<file path="config.mk">
export PLATFORM = sky130hd
export DESIGN_NAME = sacl_way_cmp
export DESIGN_NICKNAME = d
export VERILOG_FILES = /design/src/rtl/sacl_pkg.sv /design/src/rtl/sacl_way_cmp.sv
export SDC_FILE = /design/constraint.sdc
export NUM_CORES = 1
export LEC_CHECK = 0
export BUFFER_PORTS_ARGS = -buffer_cell sky130_fd_sc_hd__buf_4
export CORE_AREA = 2 2 77 79
export DETAILED_ROUTE_END_ITERATION = 8
export DIE_AREA = 0 0 79 81
export PLACE_DENSITY = 0.7
export SLEW_MARGIN = 30
export SYNTH_ARGS = -nofsm -noshare
export SYNTH_HDL_FRONTEND = slang
export SYNTH_SLANG_ARGS = --single-unit
</file>
<file path="constraint.sdc">
create_clock -name vclk -period 2.4
set_clock_uncertainty 0.15 [all_clocks]
set_input_delay 0.36 -clock vclk [all_inputs]
set_output_delay 0.36 -clock vclk [all_outputs]
set_load 0.005 [all_outputs]
</file>
<file path="src/rtl/sacl_pkg.sv">
// Shared types and constants for the set-associative LRU cache tag model.
// Holds default parameter values, field widths, access and register codes
// and the way-scan flag bundle. No dependencies.
`timescale 1ns / 1ps

package sacl_pkg;

  localparam int MAX_SET_BITS_DEF = 6;
  localparam int MAX_WAYS_DEF     = 8;
  localparam int ADDR_BITS_DEF    = 64;

  localparam int ADDR_W  = 64;  // width of the address field on the port
  localparam int CMD_W   = 2;
  localparam int SB_W    = 3;   // set_bits register width
  localparam int BB_W    = 6;   // block_bits register width
  localparam int WC_W    = 4;   // ways_in_use register width
  localparam int STAMP_W = 32;
  localparam int CNT_W   = 32;
  localparam int FLAG_W  = 4;
  localparam int OUT_W   = 104; // four flags and three counters, padded to bytes
  localparam int CFG_IDX_W = 2;
  localparam int CFG_DATA_W = 6; // wide enough for the widest register

  typedef enum logic [CMD_W-1:0] {
    CMD_LOAD   = 2'd0,
    CMD_STORE  = 2'd1,
    CMD_MODIFY = 2'd2,
    CMD_IFETCH = 2'd3
  } cmd_t;

  typedef enum logic [CFG_IDX_W-1:0] {
    CFG_SET_BITS   = 2'd0,
    CFG_BLOCK_BITS = 2'd1,
    CFG_WAYS       = 2'd2
  } cfg_idx_t;

  // Running state of one set scan, and the take strobe for the current way.
  typedef struct packed {
    logic found;
    logic have_free;
    logic have_victim;
    logic take;
  } scan_t;

endpackage

</file>
<file path="src/rtl/sacl_way_cmp.sv">
// Shared way compare unit: checks one way of a set against the lookup tag
// and advances the hit / free / LRU-victim search. Uses sacl_pkg.
`timescale 1ns / 1ps

module sacl_way_cmp
  import sacl_pkg::*;
#(
  parameter int ADDR_BITS = ADDR_BITS_DEF
) (
  input  scan_t                cur,
  input  logic [ADDR_BITS-1:0] lookup_tag,
  input  logic                 line_valid,
  input  logic [ADDR_BITS-1:0] line_tag,
  input  logic [STAMP_W-1:0]   line_stamp,
  input  logic [STAMP_W-1:0]   best_stamp,
  output scan_t                nxt
);

  always_comb begin
    nxt      = cur;
    nxt.take = 1'b0;
    if (line_valid && (line_tag == lookup_tag)) begin
      nxt.found = 1'b1;
      nxt.take  = 1'b1;
    end else if (!cur.have_free) begin
      if (!line_valid) begin
        nxt.have_free = 1'b1;
        nxt.take      = 1'b1;
      end else if (!cur.have_victim || (line_stamp < best_stamp)) begin
        // Strict compare keeps the lowest way on a stamp tie.
        nxt.have_victim = 1'b1;
        nxt.take        = 1'b1;
      end
    end
  end

endmodule

</file>
==> run summary, run 1 <==
crit end category - primary output
via count - 2169
initial antenna violation count - 0
Int Power - 0.3275 mW
final std cells w/o fill - 474
Min-Delay Path Class - in2out
DIE WIDTH - 79 um
nets - 629
Largest stage delay, worst path - 0.36 ns
Synth Area in Compound Gates - 0.1327
Sw Ratio - 0.3557
Seq pwr share - 0
Routed WL per cell - 13.66 um
global-route wire length before repair - 9135 um
grt ovf - 0
VDD IR max - 0.06972 mV
Rows - 28
proportion of synthesized area in mux cells - 0
Buf/Inv on CP - 2
I/O pin cnt - 201
RSZ-0062 raised after global routing - yes
Worst path most repeated cell - buf_4
Yosys cell types - 23
critical path class - in2out
final core occ - 0.5697
critical path arrival - 1.85 ns
Psw - 0.1808 mW
RePlAce Congestion - 0.8139
Final min period - 2.357 ns
top-count cell post-synth - xor2_1
Total Die Area - 6399 um2
Mapped Cells - 197
core box area - 5675 um2
Synth Area in XOR/XNOR - 0.3740
Hold Slack - 0.8212 ns
sequential fraction of the synthesis area - 0
area of the multi-input gates - 1495 um2
drt first pass iters - 4
Cells after DPL - 474
final worst slack - 0.04279 ns
Die Height - 81 um
Slowest cell on crit path - nor4_4
Combinational Power Share - 1.000
status - complete, no violations
Remaining DRCs - 0
Post-synth top cells - 64 x xor2_1, 32 x inv_1, 31 x ha_1, 16 x nor4_1, 12 x a21oi_1
vias in the first global route - 2153
Ys Warns - 0
CP required - 1.89 ns
post-route ant nets - 0
Slew HR - 0.7672
CP Cell Sequence - buf_4, xor2_1, nor4_2, nand4_1, nor4_4, a21oi_1, o31ai_1, buf_4
Synth area leaders - xor2_1 37%, ha_1 26%, inv_1 8.0%
final worst-path cycle share - 0.9822
synthesized area - 1499 um2
Top Family by Delay on Critical Path - simple AND/OR/NAND/NOR gates
MaxCap Viol Count - 0
post-synthesis adder-cell area fraction - 0.2588
leakage - 1.805 nW
Slew @ Worst Pin - 0.3484 ns
# setup viols final - 0
sequential cells - 0
Fmax - 424.2 MHz
largest family of logic cells by synthesized area - XOR/XNOR gates
Final Max Slew Viols - 0
via density per instance - 4.576
Place WS - -0.2504 ns
Post-CTS Setup Inserts - 0
Synthesized Nets - 425
clock power share - 0
Avg Cell Area, Syn - 7.609 um2
ant diodes - 0
dpl hpwl - 5833 um
GR Util All Layers - 0.1760
power per standard cell area - 157.2 nW/um2
layout cells sized above 1 - 0.5514
top cell type's share of synthesized area - 0.3740
setup TNS - 0 ns
Max Fanout on Critical Path - 3
Initial Utilization - 0.2641
Hold Vio Cnt, Final - 0
fill count - 573
largest net degree at the start of global routing - 5
P&R area growth vs syn - 115.7%
DRT iter0 DRCs - 10
# hold bufs at CTS - 0
PortBufs - 200
clkbuf count - 0
Synth Area in Simple Gates - 0.1544
CP startpoint kind - primary input
Routed WL - 6473 um
area leader, netlist - xor2_1
Register Area - 0 um2
per-layer routing:
metal,routed length [um],track usage,vias up,part of all wire
li1,-,-,1096,-
met1,2131,0.1682,958,0.33
met2,3591,0.3788,103,0.55
met3,604,0.03889,12,0.093
met4,145,0.03276,0,0.022
met5,0,0,-,0
worst min-delay path, stage by stage:
cell	delay [ns]
buf_4	0.08
a21o_2	0.07
buf_4	0.10
area by class of cell:
type,instances,area share
multi-input cells,165,0.4625
well taps,75,0.02902
repair buffers,202,0.4714
inverters,32,0.03715
through the flow:
step                total power [mW]  cell area (um2)
CTS                           0.4925             3164
global placement              0.4653             3109
global route                  0.5610             3233
detailed placement            0.4764             3109
finish                        0.5082             3233
floorplan                     0.1663             1499
power groups by stage:
| stage | clock network, mW | registers [mW] | logic (mW) |
|---|---|---|---|
| floorplan | 0 | 0 | 0.166 |
| global placement | 0 | 0 | 0.465 |
| detailed placement | 0 | 0 | 0.476 |
| CTS | 0 | 0 | 0.493 |
| global route | 0 | 0 | 0.561 |
| finish | 0 | 0 | 0.508 |
path summary, 6_finish.rpt:
check / start / to / slack (ns) / cells after the start
max: lookup_tag[8] / nxt[0] / 0.04 / 8
min: cur[3] / nxt[3] / 0.82 / 3
logic make-up after synthesis:
logic type	Yosys count
XOR/XNOR	64
AND/OR/NAND/NOR	39
buffers and inverters	32
AO/OA/AOI/OAI	31
adder cells (fa/ha/maj)	31
cells in the final DEF (no fill, tap or decap), types with 2 or more instances in the layout:
cell | Yosys | routed
buf_4 | 0 | 200
o211ai_1 | 2 | 2
inv_1 | 32 | 30
xor2_1 | 64 | 64
a21oi_2 | 0 | 4
ha_4 | 0 | 3
a21o_1 | 7 | 7
ha_1 | 31 | 28
nor4_1 | 16 | 12
nand2_1 | 3 | 3
a21oi_1 | 12 | 8
nand4_1 | 10 | 10
nor2_1 | 4 | 4
o21ai_0 | 3 | 2
buf_6 | 0 | 2
nor4_2 | 1 | 4
inv_2 | 0 | 2
what timing repair did:
action,CTS,global route
endpoints found under the setup margin,1,3
gates cloned,0,0
hold endpoints to repair,0,0
pin swaps,3,8
gates resized for setup,12,11
(Power assumes the default switching activity.)
==> inputs of run 2 (changes only) <==
RECOVER_POWER = 25   (was unset)
SLEW_MARGIN = 15   (was 30)
==> run summary, run 2 (synthesis results as in run 1) <==
final std cells w/o fill - 474 (unchanged)
DIE WIDTH - 79 um (unchanged)
via count - 2169 (unchanged)
Slowest cell on crit path - nor4_4 (unchanged)
Max Fanout on Critical Path - 3 (unchanged)
Register Area - 0 um2 (unchanged)
Cells after DPL - 474 (unchanged)
core box area - 5675 um2 (unchanged)
Final min period - 2.357 ns (unchanged)
MaxCap Viol Count - 0 (unchanged)
Final Max Slew Viols - 0 (unchanged)
fill count - 573 (unchanged)
status - complete, no violations (unchanged)
Min-Delay Path Class - in2out (unchanged)
via density per instance - 4.576 (unchanged)
RSZ-0062 raised after global routing - yes (unchanged)
largest net degree at the start of global routing - 5 (unchanged)
critical path class - in2out (unchanged)
critical path depth - 8 (unchanged)
Total Die Area - 6399 um2 (unchanged)
Routed WL - 6471 um (was 6473 um)
layout cells sized above 1 - 0.5514 (unchanged)
VDD IR max - 0.06972 mV (about the same)
post-route ant nets - 0 (unchanged)
setup TNS - 0 ns (unchanged)
Hold Slack - 0.8212 ns (about the same)
Total Power - 0.5081 mW (was 0.5082 mW)
Slew HR - 0.7672 (unchanged)
RePlAce Congestion - 0.8139 (unchanged)
hold path cells - 3 (unchanged)
Largest stage delay, worst path - 0.36 ns (about the same)
crit end category - primary output (unchanged)
# hold bufs at CTS - 0 (unchanged)
initial antenna violation count - 0 (unchanged)
global-route wire length before repair - 9135 um (unchanged)
Rows - 28 (unchanged)
Top Family by Delay on Critical Path - simple AND/OR/NAND/NOR gates (unchanged)
Slew @ Worst Pin - 0.3484 ns (unchanged)
Routed WL per cell - 13.65 um (was 13.66 um)
dpl hpwl - 5833 um (unchanged)
sequential cells - 0 (unchanged)
Initial Utilization - 0.2641 (unchanged)
# setup viols final - 0 (unchanged)
Post-CTS Setup Inserts - 0 (unchanged)
Place WS - -0.2504 ns (unchanged)
power per standard cell area - 157.2 nW/um2 (about the same)
Die Height - 81 um (unchanged)
Fmax - 424.2 MHz (unchanged)
ant diodes - 0 (unchanged)
final worst slack - 0.04279 ns (unchanged)
leakage - 1.805 nW (about the same)
critical path arrival - 1.85 ns (about the same)
GR Util All Layers - 0.1760 (unchanged)
Hold EP - nxt[3] (unchanged)
nets - 629 (unchanged)
I/O pin cnt - 201 (unchanged)
Worst path most repeated cell - buf_4 (unchanged)
grt ovf - 0 (unchanged)
drt first pass iters - 4 (unchanged)
vias in the first global route - 2153 (unchanged)
Remaining DRCs - 0 (unchanged)
Buf/Inv on CP - 2 (unchanged)
clkbuf count - 0 (unchanged)
hold path startpoint - cur[3] (unchanged)
PortBufs - 200 (unchanged)
DRT iter0 DRCs - 10 (unchanged)
final worst-path cycle share - 0.9822 (unchanged)
commonest non-fill, non-tap cell in the layout - buf_4 (unchanged)
CP Cell Sequence - buf_4, xor2_1, nor4_2, nand4_1, nor4_4, a21oi_1, o31ai_1, buf_4 (unchanged)
P&R area growth vs syn - 115.7% (unchanged)
commonest non-fill, non-tap cells in the layout - 199 x buf_4, 64 x xor2_1, 30 x inv_1, 28 x ha_1, 12 x nor4_1 (was 200 x buf_4, 64 x xor2_1, 30 x inv_1, 28 x ha_1, 12 x nor4_1)
Hold Vio Cnt, Final - 0 (unchanged)
area of the multi-input gates - 1495 um2 (unchanged)
CP startpoint kind - primary input (unchanged)
CP required - 1.89 ns (about the same)
-- run 2: worst max path at each step --
| stage | startpoint | to | slack [ns] |
|---|---|---|---|
| after floorplan | best_stamp[9] | nxt[0] | 0.30 |
| after global placement | line_stamp[9] | nxt[0] | -0.26 |
| after detailed placement | line_stamp[9] | nxt[0] | -0.25 |
| after CTS | line_stamp[15] | nxt[0] | -0.05 |
| after global routing | lookup_tag[29] | nxt[0] | -0.08 |
| final | lookup_tag[8] | nxt[0] | 0.04 |
-- run 2: what timing repair did --
item,in CTS,in global routing
gates resized for setup,12,11
endpoints found under the setup margin,1,3
pin swaps,3,8
-- run 2: through the flow --
step	cell area, um2	util
4_1_cts	3164	0.5575
3_3_place_gp	3109	0.5478
5_1_grt	3233	0.5697
3_5_place_dp	3109	0.5478
6_report	3233	0.5697
2_1_floorplan	1499	-
-- run 2: where the power goes --
group | switching (mW) | internal [mW] | leakage (nW) | total, mW
clock | 0 | 0 | 0 | 0
sequential | 0 | 0 | 0 | 0
combinational | 0.181 | 0.327 | 1.80 | 0.508
total | 0.181 | 0.327 | 1.80 | 0.508
-- run 2: cell type report --
type / instances / share of cell area
repair buffers: 202 / 0.4714
multi-input cells: 165 / 0.4625
well taps: 75 / 0.02902
inverters: 32 / 0.03715
-- run 2: worst min-delay path, delay by kind of cell --
kind / cells / cell delay, ns
compound gates: 1 / 0.07
buf+inv: 2 / 0.18
-- run 2: per-layer routing --
| layer | GRT usage | part of all wire | up-vias |
|---|---|---|---|
| met5 | 0 | 0 | - |
| met4 | 0.03276 | 0.022 | 0 |
| met3 | 0.03889 | 0.093 | 12 |
| met2 | 0.3788 | 0.55 | 103 |
| met1 | 0.1682 | 0.33 | 958 |
| li1 | - | - | 1096 |
